## src/design/tcce_pkg.sv

```systemverilog
package tcce_pkg;

    // Screen geometry.
    localparam int COLUMNS = 80;
    localparam int ROWS    = 25;
    localparam int CELLS   = ROWS * COLUMNS;
    localparam int ADDR_W  = $clog2(CELLS);

    // Field widths.
    localparam int COL_W  = 7;
    localparam int ROW_W  = 5;
    localparam int CHAR_W = 8;
    localparam int CELL_W = 16;

    localparam logic [CHAR_W-1:0] CH_BACKSPACE = 8'h08;
    localparam logic [CHAR_W-1:0] CH_NEWLINE   = 8'h0A;
    localparam logic [CHAR_W-1:0] CH_BLANK     = 8'h20;
    localparam logic [CHAR_W-1:0] RESET_COLOR  = 8'h07;
    localparam logic [CELL_W-1:0] RESET_CELL   = {RESET_COLOR, CH_BLANK};

    typedef enum logic [1:0] {
        OP_PUT   = 2'd0,
        OP_WRITE = 2'd1,
        OP_READ  = 2'd2,
        OP_CLEAR = 2'd3
    } t_op;

    // Commands from the controller to the datapath.
    typedef struct packed {
        logic take;
        logic exec;
        logic start_copy;
        logic start_clear;
        logic copy;
        logic flush;
        logic blank;
        logic fill_init;
        logic fill_clear;
        logic load_out;
    } t_cmd;

    // Status from the datapath to the controller.
    typedef struct packed {
        t_op  op;
        logic scroll_need;
        logic sweep_last;
        logic out_free;
    } t_stat;

    function automatic logic [ADDR_W-1:0] cell_addr(input logic [ROW_W-1:0] row,
                                                     input logic [COL_W-1:0] col);
        logic [ADDR_W-1:0] base;
        base = ADDR_W'(row) * ADDR_W'(COLUMNS);
        return base + ADDR_W'(col);
    endfunction

endpackage

```

## src/design/tcce_ctrl.sv

```systemverilog
module tcce_ctrl (
    input  logic            i_clk,
    input  logic            i_rst_n,
    input  logic            i_in_valid,
    output logic            o_in_ready,
    input  tcce_pkg::t_stat i_stat,
    output tcce_pkg::t_cmd  o_cmd
);
    import tcce_pkg::*;

    typedef enum logic [7:0] {
        S_INIT  = 8'b0000_0001,
        S_IDLE  = 8'b0000_0010,
        S_EXEC  = 8'b0000_0100,
        S_COPY  = 8'b0000_1000,
        S_FLUSH = 8'b0001_0000,
        S_BLANK = 8'b0010_0000,
        S_CLEAR = 8'b0100_0000,
        S_DONE  = 8'b1000_0000
    } t_state;

    t_state r_state;
    t_state n_state;

    always_ff @(posedge i_clk) begin
        if (!i_rst_n) begin
            r_state <= S_INIT;
        end else begin
            r_state <= n_state;
        end
    end

    always_comb begin
        n_state    = r_state;
        o_cmd      = '0;
        o_in_ready = 1'b0;
        unique case (r_state)
            S_INIT: begin
                o_cmd.fill_init = 1'b1;
                if (i_stat.sweep_last) begin
                    n_state = S_IDLE;
                end
            end
            S_IDLE: begin
                o_in_ready = 1'b1;
                if (i_in_valid) begin
                    o_cmd.take = 1'b1;
                    n_state    = S_EXEC;
                end
            end
            S_EXEC: begin
                o_cmd.exec = 1'b1;
                if (i_stat.op == OP_CLEAR) begin
                    o_cmd.start_clear = 1'b1;
                    n_state           = S_CLEAR;
                end else if (i_stat.scroll_need) begin
                    o_cmd.start_copy = 1'b1;
                    n_state          = S_COPY;
                end else begin
                    n_state = S_DONE;
                end
            end
            S_COPY: begin
                o_cmd.copy = 1'b1;
                if (i_stat.sweep_last) begin
                    n_state = S_FLUSH;
                end
            end
            S_FLUSH: begin
                o_cmd.flush = 1'b1;
                n_state     = S_BLANK;
            end
            S_BLANK: begin
                o_cmd.blank = 1'b1;
                if (i_stat.sweep_last) begin
                    n_state = S_DONE;
                end
            end
            S_CLEAR: begin
                o_cmd.fill_clear = 1'b1;
                if (i_stat.sweep_last) begin
                    n_state = S_DONE;
                end
            end
            S_DONE: begin
                if (i_stat.out_free) begin
                    o_cmd.load_out = 1'b1;
                    n_state        = S_IDLE;
                end
            end
            default: begin
                n_state = S_IDLE;
            end
        endcase
    end

endmodule

```

## config.mk

```make
export PLATFORM = sky130hd
export DESIGN_NAME = tcce_ctrl
export DESIGN_NICKNAME = d
export VERILOG_FILES = /design/src/design/tcce_pkg.sv /design/src/design/tcce_ctrl.sv
export SDC_FILE = /design/constraint.sdc
export NUM_CORES = 1
export LEC_CHECK = 0
export ABC_AREA = 1
export BUFFER_PORTS_ARGS = -buffer_cell sky130_fd_sc_hd__buf_2
export CAP_MARGIN = 10
export CORE_MARGIN = 3
export CORE_UTILIZATION = 44
export DETAILED_ROUTE_END_ITERATION = 8
export PLACE_DENSITY = 0.72
export REMOVE_ABC_BUFFERS = 1
export SYNTH_ARGS = -nofsm -noshare
export SYNTH_HDL_FRONTEND = slang
export SYNTH_SLANG_ARGS = --single-unit
```

## constraint.sdc

```tcl
create_clock -name i_clk -period 1.3 [get_ports i_clk]
set_clock_uncertainty 0.2 [all_clocks]
set_input_delay 0.26 -clock i_clk [delete_from_list [all_inputs] [get_ports i_clk]]
set_output_delay 0.26 -clock i_clk [all_outputs]
set_load 0.05 [all_outputs]
```

==> impl_metrics.env, run 1 <==
export IMPL_status="stopped before the end"
export IMPL_stop_stage="global routing"
export IMPL_first_error="[ERROR DPL-0033] detailed placement checks failed during check placement."
export IMPL_initial_core_util_pct=48.63
export IMPL_die_w_um=44.86
export IMPL_ioPinCount=19
export IMPL_avgSynthCellArea_um2=6.779
export IMPL_worst_endpoint_kind="top-level output"
export IMPL_cts_root_buf="clkbuf_4"
export IMPL_yosysWarnings=0
export IMPL_ys_seq_area_share_pct=24.11
export IMPL_synth_area_leaders="dfxtp_1, nor2_1, nand2_1, nand3_1, nand2_4"
export IMPL_synth_cells=98
export IMPL_ys_ff_latch=8
export IMPL_dpl_hpwl_mm=1.339
export IMPL_crit_endpoint="o_cmd[6]"
export IMPL_synth_cell_types=19
export IMPL_netlist_area_leader_share_pct=24.11
export IMPL_row_count=13
export IMPL_cts_buffers=3
export IMPL_antenna_found_initial=0
export IMPL_grt_max_degree=8
export IMPL_syn_area_um2=664.4
export IMPL_clock_sinks=8
export IMPL_port_buffers=18
export IMPL_htree_levels=1
export IMPL_yosys_area_top_type="dfxtp_1"
export IMPL_die_h_um=44.86
export IMPL_clock_path_buffers=2
export IMPL_pre_cts_slack_ps=-378.1
export IMPL_gp_congestion=0.7919
## through the flow
| step | instance area (um2) | std cells | TNS (ps) |
|---|---|---|---|
| floorplan | 664.4 | 98 | -11430 |
| global placement | 923.4 | 151 | -4222 |
| CTS | 1216 | 161 | -6671 |
| detailed placement | 923.4 | 151 | -4939 |
## Yosys cell counts
| cell | instances |
|---|---|
| nand3_4 | 2 |
| nand2_1 | 18 |
| nor4_1 | 1 |
| nand3_1 | 9 |
| nand2_2 | 2 |
| nor2_4 | 2 |
| nand3_2 | 2 |
| nor2_8 | 1 |
| o21ai_4 | 1 |
| dfxtp_1 | 8 |
| nand3b_1 | 2 |
| nor2_2 | 6 |
| nor2_1 | 19 |
| nand2_4 | 4 |
| a21oi_1 | 3 |
| nor3_1 | 2 |
| inv_2 | 4 |
| inv_1 | 10 |
| inv_4 | 2 |
## what timing repair did
| action | in CTS |
|---|---|
| hold buffers | 0 |
| pin swaps | 12 |
| resized for setup | 64 |
| endpoints found under the setup margin | 19 |
| setup buffers | 7 |
## kinds of logic after synthesis
logic type | Yosys count | share of synthesized area [%]
buf+inv | 16 | 9.792
simple gates | 70 | 61.39
flops | 8 | 24.10
compound gates | 4 | 4.708
==> run 2: changes to the inputs <==
CORE_AREA = 3 3 64 66   (was not set)
CORE_MARGIN = not set   (was 3)
CORE_UTILIZATION = not set   (was 44)
DIE_AREA = 0 0 67 69   (was not set)
PLACE_DENSITY = not set   (was 0.72)
PLACE_DENSITY_LB_ADDON = 0.15   (was not set)
clock period = 1.7 ns   (was 1.3 ns; I/O delays follow)
==> run 2 against run 1 <==
Net effect: the flow now finishes, with violations (negative setup slack); area after synthesis is the same; synthesized cell count did not move.
==> impl_metrics.env, run 2 <==
export IMPL_status="complete, but fails checks"
export IMPL_failed_checks="negative setup slack"
export IMPL_port_buffers=18
export IMPL_rsz0062_at_grt="yes"
export IMPL_finalPower_w=0.002104
export IMPL_leakagePower_nw=0.5912
export IMPL_power_density_mw_per_mm2=1492
export IMPL_required_ps=1160
export IMPL_wire_per_inst_um=10.13
export IMPL_netlist_area_leader_share_pct=24.11
export IMPL_diodes=0
export IMPL_cts_tree="yes"
export IMPL_setup_viol=10
export IMPL_dieArea_mm2=0.004623
export IMPL_post_place_cells=179
export IMPL_endpoint_kind="output pin"
export IMPL_synth_async_reset_ratio_pct=0
export IMPL_htree_levels=1
export IMPL_regToRegStartpoint="r_state[5]"
export IMPL_finalHoldViolCount=0
export IMPL_ys_ff_latch=8
export IMPL_layout_common_cells="buf_4, nor2_4, buf_6, nand2_1, nor2_1"
export IMPL_holdBufCountCts=0
export IMPL_intPower_w=0.001073
export IMPL_cp_start_kind="flop"
export IMPL_syn_area_um2=664.4
export IMPL_dpl_hpwl_mm=1.482
export IMPL_netSwitchingFraction_pct=48.99
export IMPL_cap_violations=0
export IMPL_drt_iter0_markers=19
export IMPL_num_nets_final=154
export IMPL_tightest_slew_ps=260.5
export IMPL_r2r_end="r_state[3]"
export IMPL_pwr_share_seq_pct=14.6
export IMPL_gr_total_overflow=0
export IMPL_cts_root_buf="clkbuf_8"
export IMPL_combPwrFrac_pct=74.7
export IMPL_core_mm2=0.003633
export IMPL_synth_cells=98
export IMPL_cp_arrival_ps=1250
export IMPL_mostFrequentLayoutCell="buf_4"
export IMPL_crit_path_end="o_cmd[0]"
export IMPL_die_w_um=67
export IMPL_ys_seq_area_share_pct=24.11
export IMPL_finalNonFillerCells=192
export IMPL_clock_sinks=8
export IMPL_row_count=22
export IMPL_crit_path_start="r_state[4]"
export IMPL_crit_fanout=2
export IMPL_path_class="flop to output pin"
export IMPL_top_regs="r_state: 8 flops"
export IMPL_ant_nets=0
export IMPL_largest_reg_flops=8
export IMPL_track_usage_pct=8.931
export IMPL_period_minus_slack_ps=1791
export IMPL_cts_buffers=3
export IMPL_reg2reg_slack_ps=-10
export IMPL_area_growth_pct=112.2
export IMPL_yosys_top_cells_count="nor2_1, nand2_1, inv_1"
export IMPL_yosys_area_top_type="dfxtp_1"
export IMPL_ioPinCount=19
export IMPL_synth_cell_types=19
export IMPL_grt_pass1_vias=738
export IMPL_clock_path_buffers=2
export IMPL_wirelength_mm=1.944
export IMPL_gp_congestion=0.7123
export IMPL_num_vias=758
export IMPL_synth_area_leaders="dfxtp_1, nor2_1, nand2_1, nand3_1, nand2_4"
export IMPL_grt_max_degree=8
export IMPL_initial_core_util_pct=18.29
export IMPL_avgSynthCellArea_um2=6.779
export IMPL_fmax_mhz=558.5
export IMPL_slew_headroom_pct=82.62
export IMPL_insertion_delay_ps=230
export IMPL_grt_first_pass_wirelength_mm=3.229
export IMPL_yosysWarnings=0
export IMPL_hold_path_class="input pin to flop"
export IMPL_synth_ff_type="dfxtp_1"
export IMPL_firstDrtPassIters=4
export IMPL_drcViolationCount=0
export IMPL_clockPowerShare_pct=10.8
export IMPL_synth_most_common_cell="nor2_1"
export IMPL_power_switching_w=0.001031
export IMPL_die_h_um=69
export IMPL_via_per_inst=3.948
export IMPL_drive_gt1_share_pct=75.69
export IMPL_antenna_found_initial=0
export IMPL_fin_setup_tns_ps=-502.1
export IMPL_fin_hold_ws_ps=166.0
export IMPL_fin_ws_ps=-90.63
export IMPL_clk_pin_slew_ps=40
export IMPL_report_final_slew_viol_count=0
export IMPL_synth_edff_count=0
export IMPL_top_register="r_state"
export IMPL_ir_worst_vdd_v=0.0004691
export IMPL_reg2reg_depth=10
export IMPL_final_period_utilization_pct=105.3
## run 2: cell counts after synthesis
Identical to the previous run, type by type.
## run 2: power groups by stage
stage                     clock network [W]  logic [W]  registers, W
final                              0.000226    0.00157      0.000306
after global placement                    0    0.00104      0.000281
after global routing               0.000245    0.00169      0.000314
after detailed placement                  0    0.00104      0.000280
after floorplan                           0   0.000700      0.000288
after CTS                          0.000233    0.00134      0.000307
## run 2: how the worst min path moves through the flow
stage	start	to	cells after the start
3_5_place_dp	r_state[6]	r_state[6]	4
6_report	i_rst_n	r_state[0]	2
2_1_floorplan	i_rst_n	r_state[0]	1
4_1_cts	i_rst_n	r_state[0]	2
3_3_place_gp	r_state[6]	r_state[6]	4
5_1_grt	i_rst_n	r_state[0]	2
## run 2: cell type report
class / instances / area (um2)
fill: 388 / 2223
multi-input combinational: 74 / 648.1
clock buffer: 3 / 41.29
sequential: 8 / 172.7
tap: 48 / 60.06
timing repair buffer: 43 / 407.9
inverter: 16 / 80.08
## run 2: stage by stage
| step | instance area, um2 | worst slack, ps | utilization [%] |
|---|---|---|---|
| final | 1410 | -90.63 | 38.81 |
| after global routing | 1410 | -170.6 | 38.81 |
| after detailed placement | 939.7 | -36.02 | 25.86 |
| after global placement | 939.7 | -20.45 | 25.86 |
| after floorplan | 664.4 | -898.5 | - |
| after CTS | 1242 | -90.50 | 34.19 |
## run 2: worst max-delay path: stages (launching register included)
cell and delay (ps):
dfxtp_4 350, buf_6 120, inv_4 60, nand2_4 50
nor4_4 250, buf_6 190
## run 2: cell families after synthesis
logic type | Yosys count | share of synthesized area [%]
buffers and inverters | 16 | 9.792
DFF | 8 | 24.10
and+or+nand+nor | 70 | 61.39
AOI/OAI and AO/OA | 4 | 4.708
## run 2: layer usage
| metal | routed length, um | global-route usage (%) |
|---|---|---|
| met1 | 934 | 12.13 |
| met2 | 896 | 13.21 |
| met3 | 68 | 0.9772 |
| met4 | 44 | 5.405 |
| met5 | 0 | 0 |
## run 2: repair_timing
item	4_1_cts	5_1_grt
pin swaps	11	13
resized for setup	66	33
buffers inserted	5	5
endpoints found under the setup margin	11	17
cloned	0	0
Note: power is estimated with default switching activity, not from simulation.
==> run 3: changes to the inputs <==
TNS_END_PERCENT = 5   (was not set)
==> run 3 against run 2 <==
Net effect: the run still ends with negative setup slack left; core utilization fell by 4.2 points; die area unchanged; worst setup slack better by 4.3 ps; design area down 11%; non-clock buffer count is 7 lower; hold slack got worse by 10 ps; clock power barely moved; critical path type unchanged.
==> impl_metrics.env, run 3 (synthesis results as in run 2) <==
export IMPL_status="complete, but fails checks"
export IMPL_failed_checks="negative setup slack"
export IMPL_initial_core_util_pct=18.29
export IMPL_power_density_mw_per_mm2=1506
export IMPL_clk_pin_slew_ps=40
export IMPL_ioPinCount=19
export IMPL_grt_busiest_layer="met1"
export IMPL_endpoint_kind="output pin"
export IMPL_period_minus_slack_ps=1786
export IMPL_cp_start_kind="flop"
export IMPL_cts_root_buf="clkbuf_8"
export IMPL_drt_iter0_markers=15
export IMPL_top_register="r_state"
export IMPL_met2_usage_pct=11.57
export IMPL_crit_slowest_cell="dfxtp_2"
export IMPL_path_class="flop to output pin"
export IMPL_row_count=22
export IMPL_final_period_utilization_pct=105.1
export IMPL_slew_headroom_pct=82.84
export IMPL_tightest_slew_ps=257.2
export IMPL_insertion_delay_ps=230
export IMPL_top_regs="r_state: 8 flops"
export IMPL_grt_pass1_vias=701
export IMPL_ant_nets=0
export IMPL_die_w_um=67
export IMPL_fin_ws_ps=-86.34
export IMPL_antenna_found_initial=0
export IMPL_num_vias=736
export IMPL_dpl_hpwl_mm=1.482
export IMPL_use_met1_pct=12.72
export IMPL_hold_path_class="input pin to flop"
export IMPL_port_buffers=18
export IMPL_htree_levels=1
export IMPL_clock_path_buffers=2
export IMPL_holdBufCountCts=0
export IMPL_drcViolationCount=0
export IMPL_area_growth_pct=89.45
export IMPL_path_cells="nor2_4, nand3_2, nor2_4, inv_2, nor2_4, buf_8"
export IMPL_wire_per_inst_um=9.843
export IMPL_dieArea_mm2=0.004623
export IMPL_grt_first_pass_wirelength_mm=3.118
export IMPL_required_ps=1160
export IMPL_via_per_inst=3.978
export IMPL_gp_congestion=0.7123
export IMPL_critPathTopFamily="simple AND/OR/NAND/NOR gates"
export IMPL_fin_hold_ws_ps=155.6
export IMPL_report_final_slew_viol_count=0
export IMPL_largest_reg_flops=8
export IMPL_cts_buffers=3
export IMPL_grt_max_degree=8
export IMPL_num_nets_final=147
export IMPL_drive_gt1_share_pct=62.77
export IMPL_crit_fanout=3
export IMPL_leakagePower_nw=0.5406
export IMPL_mostFrequentLayoutCell="nand2_1"
export IMPL_track_usage_pct=8.638
export IMPL_layout_common_cells="nand2_1, buf_4, nor2_1, nor2_4"
export IMPL_ir_worst_vdd_v=0.0004618
export IMPL_clock_sinks=8
export IMPL_setup_viol=10
export IMPL_rsz0062_at_grt="yes"
export IMPL_diodes=0
export IMPL_cp_arrival_ps=1250
export IMPL_cap_violations=0
export IMPL_reg2reg_slack_ps=80
export IMPL_fmax_mhz=559.8
export IMPL_cpMostUsedCell="nor2_4"
export IMPL_cts_tree="yes"
export IMPL_met3_usage_pct=0.9772
export IMPL_gr_total_overflow=0
export IMPL_finalPower_w=0.001896
export IMPL_max_stage_delay_ps=320
export IMPL_die_h_um=69
export IMPL_finalHoldViolCount=0
export IMPL_critPathBufInv=2
export IMPL_core_mm2=0.003633
export IMPL_firstDrtPassIters=4
export IMPL_wirelength_mm=1.821
## run 3: changes by cell type in the layout (fill, tap and decap cells not counted), moves of 2 or more
cell	change
nand2_1	+7
nand3_4	-2
nand2_2	-7
buf_4	-3
buf_6	-3
nor2_4	-2
dfxtp_1	+2
nor2_1	+3
nand3_1	+2
inv_4	-2
## run 3: per-stage QoR
stage	instances	worst slack [ps]	area [um2]	util [%]	setup TNS (ps)
finish	185	-86.34	1259	34.64	-625.2
global route	185	-171.1	1259	34.64	-1521
CTS	184	-99.89	1159	31.89	-857.3
detailed placement	179	-36.02	939.7	25.86	-70.13
global placement	179	-20.45	939.7	25.86	-45.69
floorplan	98	-898.5	664.4	-	-5626
## run 3: final cells by class
cell class / count / area [um2]
timing repair buffer: 36 / 336.6
inverter: 16 / 75.07
multi-input combinational: 74 / 578.1
fill: 414 / 2375
clock buffer: 3 / 41.29
sequential: 8 / 167.7
tap: 48 / 60.06
## run 3: final timing paths
check	start	end	cells past startpoint
worst max register to register	r_state[5]	r_state[3]	12
worst min-delay path	i_rst_n	r_state[0]	2
worst max-delay path	r_state[0]	o_cmd[7]	6
worst min register to register	r_state[6]	r_state[6]	4
## run 3: power by group
group	leakage, nW	switching, W	total [W]	internal [W]
combinational	0.451	0.000802	0.00137	0.000565
sequential	0.0678	0.0000565	0.000304	0.000248
clock	0.0216	0.0000718	0.000225	0.000153
## run 3: timing repair
action	CTS	global route
pin swaps	5	6
setup buffers	2	1
resized for setup	45	25
endpoints found under the setup margin	11	18
hold endpoints to repair	0	0
## run 3: routing by layer
metal | share of wire (%) | up-vias | wire length, um
li1 | - | 384 | -
met1 | 51 | 328 | 923
met2 | 43 | 20 | 783
met3 | 3.8 | 4 | 70
met4 | 2.4 | 0 | 43
met5 | 0 | - | 0
## run 3: worst reg2reg max path, delay by kind of cell, from the launching register on
kind / cells / cell delay, ps
buf+inv: 3 / 320
flops: 1 / 330
simple gates: 9 / 670
==> run 4: changes to the inputs <==
PLACE_DENSITY_LB_ADDON = not set   (was 0.15)
==> run 4 against run 3 <==
Net effect: the flow still finishes with violations (negative setup slack); critical path depth did not move; global-route usage barely moved; hold slack got worse by 5.3 ps; clock-buffer cell count did not move; clock power barely moved; routed wire length fell by 1.3%; critical path type unchanged.
==> impl_metrics.env, run 4 (synthesis results as in run 2) <==
export IMPL_status="complete, but fails checks"
export IMPL_failed_checks="negative setup slack"
export IMPL_pre_cts_slack_ps=-39.03
export IMPL_final_period_utilization_pct=107.7
export IMPL_cap_violations=0
export IMPL_path_cells="nor2_4, nand2_4, nor2_4, inv_2, nor2_4, buf_8"
export IMPL_row_count=22
export IMPL_endpoint_kind="output pin"
export IMPL_critPathTopFamily="simple AND/OR/NAND/NOR gates"
export IMPL_finalPower_w=0.001638
export IMPL_clock_sinks=8
export IMPL_post_place_cells=177
export IMPL_power_switching_w=0.0008169
export IMPL_dpl_hpwl_mm=1.395
export IMPL_report_final_slew_viol_count=0
export IMPL_hold_path_class="input pin to flop"
export IMPL_num_vias=709
export IMPL_tightest_slew_ps=244.7
export IMPL_top_regs="r_state: 8 flops"
export IMPL_die_h_um=69
export IMPL_initial_core_util_pct=18.29
export IMPL_grt_max_degree=8
export IMPL_die_w_um=67
export IMPL_insertion_delay_ps=230
export IMPL_crit_slowest_cell="dfxtp_2"
export IMPL_critPathBufInv=2
export IMPL_crit_fanout=6
export IMPL_ioPinCount=19
export IMPL_clock_path_buffers=2
export IMPL_firstDrtPassIters=4
export IMPL_layout_common_cells="nand2_1, buf_4, nor2_1, nor2_4, inv_1"
export IMPL_combPwrFrac_pct=66.8
export IMPL_finalNonFillerCells=183
export IMPL_cp_arrival_ps=1290
export IMPL_port_buffers=18
export IMPL_via_per_inst=3.874
export IMPL_clockPowerShare_pct=13.9
export IMPL_diodes=0
export IMPL_cts_buffers=3
export IMPL_period_minus_slack_ps=1831
export IMPL_crit_path_start="r_state[7]"
export IMPL_finalHoldViolCount=0
export IMPL_cpMostUsedCell="nor2_4"
export IMPL_antenna_found_initial=0
export IMPL_gr_total_overflow=0
export IMPL_power_density_mw_per_mm2=1449
export IMPL_grt_pass1_vias=733
export IMPL_cts_tree="yes"
export IMPL_fin_hold_ws_ps=150.2
export IMPL_num_nets_final=145
export IMPL_area_growth_pct=70.24
export IMPL_ir_worst_vdd_v=0.0006098
export IMPL_netSwitchingFraction_pct=49.86
export IMPL_dieArea_mm2=0.004623
export IMPL_rsz0062_at_grt="yes"
export IMPL_max_stage_delay_ps=330
export IMPL_wirelength_mm=1.798
export IMPL_required_ps=1160
export IMPL_setup_viol=10
export IMPL_htree_levels=1
export IMPL_wire_per_inst_um=9.825
export IMPL_core_mm2=0.003633
export IMPL_regToRegStartpoint="r_state[3]"
export IMPL_slew_headroom_pct=83.63
export IMPL_leakagePower_nw=0.5130
export IMPL_ant_nets=0
export IMPL_pwr_share_seq_pct=19.3
export IMPL_intPower_w=0.0008214
export IMPL_grt_first_pass_wirelength_mm=3.111
export IMPL_drcViolationCount=0
export IMPL_drive_gt1_share_pct=60.00
export IMPL_fin_ws_ps=-131.4
export IMPL_drt_iter0_markers=11
export IMPL_fmax_mhz=546.0
export IMPL_track_usage_pct=8.599
export IMPL_cp_start_kind="flop"
export IMPL_worstHoldStart="i_rst_n"
export IMPL_mostFrequentLayoutCell="nand2_1"
export IMPL_clk_pin_slew_ps=40
export IMPL_cts_root_buf="clkbuf_8"
export IMPL_gp_congestion=0.8085
export IMPL_largest_reg_flops=8
export IMPL_path_class="flop to output pin"
export IMPL_top_register="r_state"
[run 4: cell types whose count changed in the layout (fill, tap and decap cells not counted), sizes merged]
cell and change:
buf -2
[run 4: routing by layer]
| metal | vias to the layer above | global-route usage (%) | part of all wire, % |
|---|---|---|---|
| met5 | - | 0 | 0 |
| li1 | 379 | - | - |
| met1 | 308 | 11.32 | 46 |
| met2 | 19 | 13.32 | 46 |
| met4 | 0 | 3.378 | 1.8 |
| met3 | 3 | 1.954 | 5.9 |
[run 4: path summary, 6_finish.rpt]
| kind | cells after the start | end | slack [ps] |
|---|---|---|---|
| setup / recovery | 6 | o_cmd[7] | -130 |
| hold / removal | 2 | r_state[0] | 150 |
| hold reg to reg | 2 | r_state[5] | 340 |
| setup reg to reg | 10 | r_state[3] | 80 |
[run 4: through the flow]
stage	utilization (%)	TNS, ps	cell area, um2
after floorplan	-	-5626	664.4
after global placement	25.10	-54.10	912.1
after detailed placement	25.10	-76.84	912.1
after CTS	30.27	-749.3	1100
after global routing	31.13	-1455	1131
final	31.13	-665.2	1131
[run 4: power by group through the flow]
stage	Sequential, W	Combinational, W	Clock [W]
3_3_place_gp	0.000284	0.000931	0
5_1_grt	0.000323	0.00120	0.000243
4_1_cts	0.000308	0.00107	0.000232
2_1_floorplan	0.000288	0.000700	0
3_5_place_dp	0.000286	0.000932	0
6_report	0.000316	0.00109	0.000228
[run 4: worst register-to-register path: cells and delay by family (launching register included)]
family,cells,cell delay (ps)
AO/OA/AOI/OAI,1,220
flip-flops,1,360
buffers and inverters,2,260
AND/OR/NAND/NOR,7,490
[run 4: final cells by class]
cell class	instances	area, um2
clock buffer	3	41.29
fill	397	2502
inverter	16	65.06
multi-input combinational	74	505.5
sequential	8	172.7
tap	48	60.06
timing repair buffer	34	286.5
[run 4: what timing repair did]
action,CTS,global route
gates resized for setup,42,8
hold buffers,0,0
buffers inserted,1,2
setup endpoints to repair,11,15
pin swaps,4,6
